--- src/hw/rtl/pkft_pkg.sv ---
// Package for the pair keyed frequency table: sizes, item and result types,
// status codes and the command and status bundles between controller and datapath.
// No dependencies.
package pkft_pkg;

    // Table sizes and count width.
    localparam int MAX_DOCS    = 16;
    localparam int MAX_ENTRIES = 64;
    localparam int COUNT_BITS  = 16;

    // Index and fill count widths derived from the sizes.
    localparam int DOC_IDX_W = (MAX_DOCS > 1) ? $clog2(MAX_DOCS) : 1;
    localparam int DOC_CNT_W = $clog2(MAX_DOCS + 1);
    localparam int ENT_IDX_W = (MAX_ENTRIES > 1) ? $clog2(MAX_ENTRIES) : 1;
    localparam int ENT_CNT_W = $clog2(MAX_ENTRIES + 1);

    // Command codes of an input transaction.
    localparam logic CMD_ADD  = 1'b0;
    localparam logic CMD_DUMP = 1'b1;

    // Status codes of a result.
    localparam logic [2:0] ST_NEW   = 3'd0;
    localparam logic [2:0] ST_INC   = 3'd1;
    localparam logic [2:0] ST_DROP  = 3'd2;
    localparam logic [2:0] ST_ENTRY = 3'd3;
    localparam logic [2:0] ST_EMPTY = 3'd4;

    // Input transaction payload.
    typedef struct packed {
        logic        command;
        logic [15:0] doc_key;
        logic [19:0] word_key;
    } t_item;

    // Result transaction payload.
    typedef struct packed {
        logic [15:0] out_doc;
        logic [19:0] out_word;
        logic [15:0] out_count;
        logic [2:0]  status;
        logic        last;
    } t_result;

    // One stored pair with its count.
    typedef struct packed {
        logic [DOC_IDX_W-1:0]  slot;
        logic [19:0]           word;
        logic [COUNT_BITS-1:0] tally;
    } t_entry;

    // Commands from the controller to the datapath.
    typedef struct packed {
        logic capture;
        logic doc_latch;
        logic add_init;
        logic dump_init;
        logic idx_inc;
        logic idx_dec;
        logic doc_dec;
        logic update;
        logic insert;
        logic drop;
        logic empty;
        logic dump_hit;
        logic flush;
    } t_dp_cmd;

    // Status from the datapath to the controller.
    typedef struct packed {
        logic is_dump;
        logic doc_hit;
        logic entries_empty;
        logic word_match;
        logic dump_match;
        logic idx_last;
        logic idx_zero;
        logic dslot_zero;
        logic full;
    } t_dp_status;

endpackage

--- src/hw/rtl/pkft_ram.sv ---
// Generic simple dual port RAM with one write port and a registered read port.
// No dependencies.
module pkft_ram #(
    parameter int WIDTH = 8,
    parameter int DEPTH = 16,
    localparam int AW   = (DEPTH > 1) ? $clog2(DEPTH) : 1
) (
    input  logic             i_clk,
    input  logic             i_we,
    input  logic [AW-1:0]    i_waddr,
    input  logic [WIDTH-1:0] i_wdata,
    input  logic [AW-1:0]    i_raddr,
    output logic [WIDTH-1:0] o_rdata
);

    logic [WIDTH-1:0] r_mem [DEPTH];
    logic [WIDTH-1:0] r_rdata;

    // Write port and registered read port.
    always_ff @(posedge i_clk) begin
        if (i_we) begin
            r_mem[i_waddr] <= i_wdata;
        end
        r_rdata <= r_mem[i_raddr];
    end

    assign o_rdata = r_rdata;

endmodule

--- src/hw/rtl/pkft_ctrl.sv ---
// Controller state machine of the pair keyed frequency table.
// Depends on pkft_pkg for the command and status bundles.
module pkft_ctrl
    import pkft_pkg::*;
(
    input  logic       i_clk,
    input  logic       i_rst_n,
    input  logic       start,
    output logic       busy,
    input  t_dp_status i_status,
    output t_dp_cmd    o_cmd
);

    typedef enum logic [2:0] {
        S_IDLE,
        S_DECODE,
        S_ARD,
        S_ACMP,
        S_DECIDE,
        S_DRD,
        S_DCMP,
        S_DFLUSH
    } t_state;

    t_state r_state;
    t_state n_state;

    // Next state and datapath commands.
    always_comb begin
        n_state = r_state;
        o_cmd   = '0;
        case (r_state)
            S_IDLE: begin
                if (start) begin
                    o_cmd.capture = 1'b1;
                    n_state       = S_DECODE;
                end
            end
            S_DECODE: begin
                if (i_status.is_dump) begin
                    if (i_status.entries_empty) begin
                        o_cmd.empty = 1'b1;
                        n_state     = S_IDLE;
                    end else begin
                        o_cmd.dump_init = 1'b1;
                        n_state         = S_DRD;
                    end
                end else begin
                    o_cmd.doc_latch = 1'b1;
                    if (i_status.doc_hit && !i_status.entries_empty) begin
                        o_cmd.add_init = 1'b1;
                        n_state        = S_ARD;
                    end else begin
                        n_state = S_DECIDE;
                    end
                end
            end
            S_ARD: begin
                n_state = S_ACMP;
            end
            S_ACMP: begin
                if (i_status.word_match) begin
                    o_cmd.update = 1'b1;
                    n_state      = S_IDLE;
                end else if (i_status.idx_last) begin
                    n_state = S_DECIDE;
                end else begin
                    o_cmd.idx_inc = 1'b1;
                    n_state       = S_ARD;
                end
            end
            S_DECIDE: begin
                if (i_status.full) begin
                    o_cmd.drop = 1'b1;
                end else begin
                    o_cmd.insert = 1'b1;
                end
                n_state = S_IDLE;
            end
            S_DRD: begin
                n_state = S_DCMP;
            end
            S_DCMP: begin
                o_cmd.dump_hit = i_status.dump_match;
                if (!i_status.idx_zero) begin
                    o_cmd.idx_dec = 1'b1;
                    n_state       = S_DRD;
                end else if (!i_status.dslot_zero) begin
                    o_cmd.doc_dec = 1'b1;
                    n_state       = S_DRD;
                end else begin
                    n_state = S_DFLUSH;
                end
            end
            S_DFLUSH: begin
                o_cmd.flush = 1'b1;
                n_state     = S_IDLE;
            end
            default: begin
                n_state = S_IDLE;
            end
        endcase
    end

    // State register.
    always_ff @(posedge i_clk) begin
        if (!i_rst_n) begin
            r_state <= S_IDLE;
        end else begin
            r_state <= n_state;
        end
    end

    assign busy = (r_state != S_IDLE);

endmodule

--- src/hw/rtl/pkft_dpath.sv ---
// Datapath of the pair keyed frequency table: document key registers, fill counts,
// entry memory, scan indexes and the result register.
// Depends on pkft_pkg and pkft_ram.
module pkft_dpath
    import pkft_pkg::*;
(
    input  logic       i_clk,
    input  logic       i_rst_n,
    input  t_item      i_item,
    input  t_dp_cmd    i_cmd,
    output t_dp_status o_status,
    output logic       o_valid,
    output t_result    o_result
);

    localparam logic [COUNT_BITS-1:0] CNT_MAX = {COUNT_BITS{1'b1}};

    t_item                r_item;
    logic [15:0]          r_doc_key [MAX_DOCS];
    logic [DOC_CNT_W-1:0] r_doc_used;
    logic [ENT_CNT_W-1:0] r_ent_used;
    logic                 r_doc_found;
    logic [DOC_IDX_W-1:0] r_slot;
    logic [ENT_IDX_W-1:0] r_idx;
    logic [DOC_IDX_W-1:0] r_dslot;
    t_result              r_pend;
    logic                 r_pend_v;
    t_result              r_res;
    logic                 r_valid;

    t_result              n_res;
    logic                 n_valid;
    t_result              dump_res;
    logic                 hit;
    logic [DOC_IDX_W-1:0] hit_slot;
    logic [COUNT_BITS-1:0] inc_tally;
    logic [DOC_IDX_W-1:0] ins_slot;

    logic                 ram_we;
    logic [ENT_IDX_W-1:0] ram_waddr;
    t_entry               ram_wdata;
    logic [$bits(t_entry)-1:0] ram_rdata;
    t_entry               rd_entry;

    // Entry memory, read continuously at the scan index.
    pkft_ram #(
        .WIDTH ($bits(t_entry)),
        .DEPTH (MAX_ENTRIES)
    ) u_ram (
        .i_clk   (i_clk),
        .i_we    (ram_we),
        .i_waddr (ram_waddr),
        .i_wdata (ram_wdata),
        .i_raddr (r_idx),
        .o_rdata (ram_rdata)
    );

    assign rd_entry = t_entry'(ram_rdata);

    // Parallel document lookup over the slots in use; the first match wins.
    always_comb begin
        hit      = 1'b0;
        hit_slot = '0;
        for (int s = 0; s < MAX_DOCS; s++) begin
            if (!hit && (DOC_CNT_W'(s) < r_doc_used) &&
                (r_doc_key[s] == r_item.doc_key)) begin
                hit      = 1'b1;
                hit_slot = DOC_IDX_W'(s);
            end
        end
    end

    // Status toward the controller.
    always_comb begin
        o_status.is_dump       = (r_item.command == CMD_DUMP);
        o_status.doc_hit       = hit;
        o_status.entries_empty = (r_ent_used == '0);
        o_status.word_match    = (rd_entry.slot == r_slot) &&
                                 (rd_entry.word == r_item.word_key);
        o_status.dump_match    = (rd_entry.slot == r_dslot);
        o_status.idx_last      = (ENT_CNT_W'(r_idx) == (r_ent_used - ENT_CNT_W'(1)));
        o_status.idx_zero      = (r_idx == '0);
        o_status.dslot_zero    = (r_dslot == '0);
        o_status.full          = (r_ent_used == ENT_CNT_W'(MAX_ENTRIES)) ||
                                 (!r_doc_found && (r_doc_used == DOC_CNT_W'(MAX_DOCS)));
    end

    // Saturating increment and the slot of an inserted pair.
    assign inc_tally = (rd_entry.tally == CNT_MAX) ? CNT_MAX
                                                   : rd_entry.tally + COUNT_BITS'(1);
    assign ins_slot  = r_doc_found ? r_slot : DOC_IDX_W'(r_doc_used);

    // Memory write for an update in place or an insert at the fill count.
    always_comb begin
        ram_we    = i_cmd.update || i_cmd.insert;
        ram_waddr = r_idx;
        ram_wdata = rd_entry;
        if (i_cmd.insert) begin
            ram_waddr       = ENT_IDX_W'(r_ent_used);
            ram_wdata.slot  = ins_slot;
            ram_wdata.word  = r_item.word_key;
            ram_wdata.tally = COUNT_BITS'(1);
        end else begin
            ram_wdata.tally = inc_tally;
        end
    end

    // Result of one matching entry during a dump.
    always_comb begin
        dump_res.out_doc   = r_doc_key[r_dslot];
        dump_res.out_word  = rd_entry.word;
        dump_res.out_count = 16'(rd_entry.tally);
        dump_res.status    = ST_ENTRY;
        dump_res.last      = 1'b0;
    end

    // Next result transaction.
    always_comb begin
        n_valid = 1'b0;
        n_res   = r_res;
        if (i_cmd.update) begin
            n_valid         = 1'b1;
            n_res.out_doc   = r_item.doc_key;
            n_res.out_word  = r_item.word_key;
            n_res.out_count = 16'(inc_tally);
            n_res.status    = ST_INC;
            n_res.last      = 1'b1;
        end else if (i_cmd.insert) begin
            n_valid         = 1'b1;
            n_res.out_doc   = r_item.doc_key;
            n_res.out_word  = r_item.word_key;
            n_res.out_count = 16'(COUNT_BITS'(1));
            n_res.status    = ST_NEW;
            n_res.last      = 1'b1;
        end else if (i_cmd.drop) begin
            n_valid         = 1'b1;
            n_res.out_doc   = r_item.doc_key;
            n_res.out_word  = r_item.word_key;
            n_res.out_count = '0;
            n_res.status    = ST_DROP;
            n_res.last      = 1'b1;
        end else if (i_cmd.empty) begin
            n_valid         = 1'b1;
            n_res.out_doc   = '0;
            n_res.out_word  = '0;
            n_res.out_count = '0;
            n_res.status    = ST_EMPTY;
            n_res.last      = 1'b1;
        end else if (i_cmd.dump_hit && r_pend_v) begin
            // A new match means the held entry is not the final one.
            n_valid = 1'b1;
            n_res   = r_pend;
        end else if (i_cmd.flush) begin
            n_valid    = 1'b1;
            n_res      = r_pend;
            n_res.last = 1'b1;
        end
    end

    // Control registers: fill counts and strobes.
    always_ff @(posedge i_clk) begin
        if (!i_rst_n) begin
            r_doc_used <= '0;
            r_ent_used <= '0;
            r_pend_v   <= 1'b0;
            r_valid    <= 1'b0;
        end else begin
            r_valid <= n_valid;
            if (i_cmd.insert) begin
                r_ent_used <= r_ent_used + ENT_CNT_W'(1);
                if (!r_doc_found) begin
                    r_doc_used <= r_doc_used + DOC_CNT_W'(1);
                end
            end
            if (i_cmd.dump_hit) begin
                r_pend_v <= 1'b1;
            end else if (i_cmd.flush) begin
                r_pend_v <= 1'b0;
            end
        end
    end

    // Payload registers: captured transaction, lookup result, indexes, keys.
    always_ff @(posedge i_clk) begin
        r_res <= n_res;
        if (i_cmd.capture) begin
            r_item <= i_item;
        end
        if (i_cmd.doc_latch) begin
            r_doc_found <= hit;
            r_slot      <= hit_slot;
        end
        if (i_cmd.insert && !r_doc_found) begin
            r_doc_key[DOC_IDX_W'(r_doc_used)] <= r_item.doc_key;
        end
        if (i_cmd.dump_hit) begin
            r_pend <= dump_res;
        end
        // Scan index and document slot walk.
        if (i_cmd.add_init) begin
            r_idx <= '0;
        end else if (i_cmd.idx_inc) begin
            r_idx <= r_idx + ENT_IDX_W'(1);
        end else if (i_cmd.idx_dec) begin
            r_idx <= r_idx - ENT_IDX_W'(1);
        end else if (i_cmd.dump_init || i_cmd.doc_dec) begin
            r_idx <= ENT_IDX_W'(r_ent_used - ENT_CNT_W'(1));
        end
        if (i_cmd.dump_init) begin
            r_dslot <= DOC_IDX_W'(r_doc_used - DOC_CNT_W'(1));
        end else if (i_cmd.doc_dec) begin
            r_dslot <= r_dslot - DOC_IDX_W'(1);
        end
    end

    assign o_valid  = r_valid;
    assign o_result = r_res;

endmodule

--- src/hw/rtl/pair_keyed_frequency_table.sv ---
// Add: for a new document the decide state strobes the insert or its drop; for a known one,
// entries scan from index 0, a match strobes the update and a full miss goes to decide.
// Dump: one strobe per entry, the final one flagged last, walking slots and entries downward,
// each entry memory read followed by a compare; an empty table gives its single result.
// The next transaction is accepted on the edge after the final result is registered.
// Reset clears the fill counts, no clearing pass follows; the receiver cannot stall.
module pair_keyed_frequency_table
    import pkft_pkg::*;
(
    input  logic    i_clk,
    input  logic    i_rst_n,
    input  logic    start,
    output logic    busy,
    input  t_item   i_item,
    output logic    o_valid,
    output t_result o_result
);

    t_dp_cmd    cmd;
    t_dp_status status;

    // Controller sequences lookups, scans and dumps.
    pkft_ctrl u_ctrl (
        .i_clk    (i_clk),
        .i_rst_n  (i_rst_n),
        .start    (start),
        .busy     (busy),
        .i_status (status),
        .o_cmd    (cmd)
    );

    // Datapath holds the tables and forms each result transaction.
    pkft_dpath u_dpath (
        .i_clk    (i_clk),
        .i_rst_n  (i_rst_n),
        .i_item   (i_item),
        .i_cmd    (cmd),
        .o_status (status),
        .o_valid  (o_valid),
        .o_result (o_result)
    );

endmodule
--- config.mk ---
export PLATFORM = sky130hd
export DESIGN_NAME = pair_keyed_frequency_table
export DESIGN_NICKNAME = d
export VERILOG_FILES = /design/src/hw/rtl/pkft_pkg.sv /design/src/hw/rtl/pkft_ram.sv /design/src/hw/rtl/pkft_ctrl.sv /design/src/hw/rtl/pkft_dpath.sv /design/src/hw/rtl/pair_keyed_frequency_table.sv
export SDC_FILE = /design/constraint.sdc
export NUM_CORES = 2
export LEC_CHECK = 0
export BUFFER_PORTS_ARGS = -buffer_cell sky130_fd_sc_hd__buf_2
export CAP_MARGIN = 20
export CELL_PAD_IN_SITES_DETAIL_PLACEMENT = 1
export CELL_PAD_IN_SITES_GLOBAL_PLACEMENT = 1
export CORE_MARGIN = 4
export CORE_UTILIZATION = 61
export CTS_CLUSTER_DIAMETER = 30
export DETAILED_ROUTE_END_ITERATION = 10
export GPL_ROUTABILITY_DRIVEN = 0
export PLACE_DENSITY_LB_ADDON = 0.1
export SYNTH_ARGS = -nofsm -noshare
export SYNTH_HDL_FRONTEND = slang
export SYNTH_SLANG_ARGS = --single-unit
--- constraint.sdc ---
create_clock -name i_clk -period 24.8 [get_ports i_clk]
set_input_delay 7.44 -clock i_clk [delete_from_list [all_inputs] [get_ports i_clk]]
set_output_delay 7.44 -clock i_clk [all_outputs]
set_load 0.02 [all_outputs]
==> flow_summary_export.csv <==
group,metric,value,unit
outcome,outcome,"finished with violations",
outcome,violations,"max-capacitance violations, max-slew violations",
sta,skew,0.1034,ns
power,p_sw_frac,0.2589,
sta,final_hold_viol_count,0,
synthesis,synthArstFlopShare,0,
routing,drc_errors,0,
global_route,grt_pass1_wl,574.2,mm
synthesis,synthFlopType,"edfxtp_1",
floorplan,ios,98,
power,pwr_density_cell,108.4,nW/µm²
routing,antenna_left,0,
synthesis,yosysTopAreaCell,"edfxtp_1",
critical_path,worstPathRequired,17.36,ns
global_route,grt_max_degree,132,
placed_design,place_ws,15.84,ns
sta,finalWorstSetupSlack,15.42,ns
sta,setup_viol,0,
clock_network,cts_sinks,3033,
synthesis,synthTopCellsByCount,"edfxtp_1 (2966), mux4_2 (920), xor2_1 (190)",
power,p_comb_frac,0.097,
layout,post-route-util,0.7322,
power,internal_power,0.01137,W
routing,drtIter0Drc,12793,
min_path,hold_path_class,"reg2reg",
synthesis,netlist.area_leader.share,0.7478,
synthesis,synth_area_leaders,"edfxtp_1 (75%), mux4_2 (17%), xor2_1 (1.4%)",
floorplan,die_w,449.9,µm
clock_network,root_buffer,"clkbuf_16",
critical_path,crit_type,"reg2out",
critical_path,critPathLaunchType,"register",
synthesis,synth.cell_area,119100,µm²
synthesis,synth_most_common_cell,"edfxtp_1",
clock_network,htreeDepth,6,
sta,slew_headroom,-0.05616,
routing,drt_wl_total,444.4,mm
power,total_power,0.01534,W
layout,nets,5807,
clock_network,cts_setup_buffers,0,
power,p_switching,0.003973,W
sta,finalCritPeriodShare,0.3781,
floorplan,fp.coreArea,193400,µm²
synthesis,syn_nets,5268,
power,pwr-share-seq,0.404,
synthesis,yosys_warnings,0,
placed_design,port_buffers,97,
routing,via_per_inst,7.877,
clock_network,hold_buffers,0,
clock_network,cts_resized,0,
synthesis,ys_ff_latch,3033,
synthesis,syn_avg_cell_area,22.83,µm²
placed_design,dp_hpwl,181.4,mm
clock_network,cts_tree,"done",
sta,rsz0062_at_grt,"no",
critical_path,end_kind,"output pin",
routing,drt_pass1_iterations,8,
clock_network,clk_latency,1.00,ns
sta,fin_crit,9.377,ns
synthesis,synth_edf_count,2966,
power,p_clk_frac,0.499,
layout,syn_to_final_growth,18.88,%
sta,worst_pin_slew,1.584,ns
power,p_leak,45.19,nW
routing,post_drt_wl_per_cell,51.02,µm
synthesis,netlist_instances,5218,
floorplan,die_area,202400,µm²
sta,max_freq,106.6,MHz
global_route,grt_usage,0.4173,
sta,finalMaxSlewViolations,3,
global_route,antenna_found_initial,28,
floorplan,start_util,0.6159,
critical_path,arrival,1.94,ns
synthesis,synthDistinctLibCells,73,
global_route,grt_remaining_overflow,0,
layout,final_layout_size_suffix_gt1_frac,0.3456,
floorplan,rows,161,
sta,fin_tns_setup,0,ns
global_route,grt_pass1_vias,68168,
synthesis,ys_seq_area_frac,0.7591,
flow_run,cap_violations,1,
floorplan,die_y,449.9,µm
clock_network,clkSlewWorstSetupHoldPaths,0.05,ns
power,ir_worst_vdd,0.1028,mV
critical_path,cp_max_fo,8,
clock_network,numCtsBuffers,549,
routing,vias,68610,
clock_network,clk_path_buf_depth,4,
power by group through the flow:
stage	logic, W	clock network [W]	registers, W
CTS	0.00140	0.00753	0.00620
finish	0.00148	0.00766	0.00620
global route	0.00152	0.00789	0.00620
global placement	0.00122	0	0.00629
detailed placement	0.00131	0	0.00629
floorplan	0.000821	0	0.00628
kinds of logic after synthesis:
logic type                 count (synthesis)  synth area share
DFF                                     3033            0.7591
muxes                                    948            0.1763
and+or+nand+nor                          467           0.01951
xor gates and xnor gates                 319           0.02357
buffers and inverters                    307           0.01239
AOI/OAI and AO/OA                        134          0.008089
adders and majority gates                 10          0.001051
metal layers:
metal	GRT usage	routed length (µm)
met1	0.5252	136600
met5	0	169
met4	0.2572	38640
met2	0.6556	209700
met3	0.1150	59380
cell usage in the layout (no fill, tap or decap), types with 7 or more instances in the layout:
cell type   count
a21oi_1        24
a22o_1         37
a31oi_1         7
and2_1         14
buf_12         14
buf_2          98
buf_4         160
bufinv_16      56
clkbuf_1       77
clkbuf_16     570
clkinv_1       92
clkinv_2       73
clkinv_4       26
clkinvlp_4     36
dfxtp_1        62
diode_2        15
edfxtp_1     2966
ha_1           10
inv_1          13
inv_6          24
mux2i_1        28
mux4_2        920
nand2_1       129
nand2b_1       12
nand3_1        23
nand4_1        40
nor2_1         42
nor2_2          8
nor2_4         79
nor2b_1         8
nor3_1         16
nor4_1         43
o21ai_0        20
xnor2_1       128
xor2_1        190
area by class of cell:
class	instances	area (µm²)
Antenna cell	15	37.54
Clock inverter	310	3156
Timing Repair Buffer	280	2163
Sequential cell	3033	90430
Clock buffer	653	14640
Tap cell	2526	3161
Multi-Input combinational cell	1878	27960
Fill cell	13868	51790
Inverter	15	60.06
path summary, 6_finish.rpt:
| path | end | from | slack [ns] | cells past startpoint |
|---|---|---|---|---|
| setup reg to reg | u_dpath.u_ram.r_mem[31][3] | u_dpath.r_item[12] | 18.01 | 10 |
| hold / removal | u_dpath.o_result[3] | u_dpath.o_result[3] | 0.51 | 1 |
| hold reg to reg | u_dpath.o_result[3] | u_dpath.o_result[3] | 0.51 | 1 |
| setup / recovery | busy | u_ctrl.r_state[1] | 15.42 | 3 |
per-stage QoR:
| stage | hold WS (ns) | instances | instance area (µm²) |
|---|---|---|---|
| floorplan | 0.4429 | 5218 | 119100 |
| global placement | 0.4439 | 7714 | 123400 |
| detailed placement | 0.4757 | 7719 | 123500 |
| CTS | 0.5171 | 8682 | 141300 |
| global route | 0.5156 | 8699 | 141600 |
| finish | 0.5073 | 8710 | 141600 |
flip-flops by register name, summed over array words and instances, names as in the netlist, 5 cells and up:
register and count:
u_dpath.r_idx 6, u_dpath.r_doc_used 5, u_dpath.r_ent_used 7, u_dpath.u_ram.r_mem 2560, u_dpath.r_item 36, u_dpath.o_result 56, u_dpath.r_pend 52, u_dpath.u_ram.o_rdata 40
u_dpath.r_doc_key 256
critical path: stages (launching register included):
cell and delay, ns:
dfxtp_1 0.49, nor2_1 0.12, nand2_1 0.15, buf_2 0.25
(Power assumes the default switching activity.)
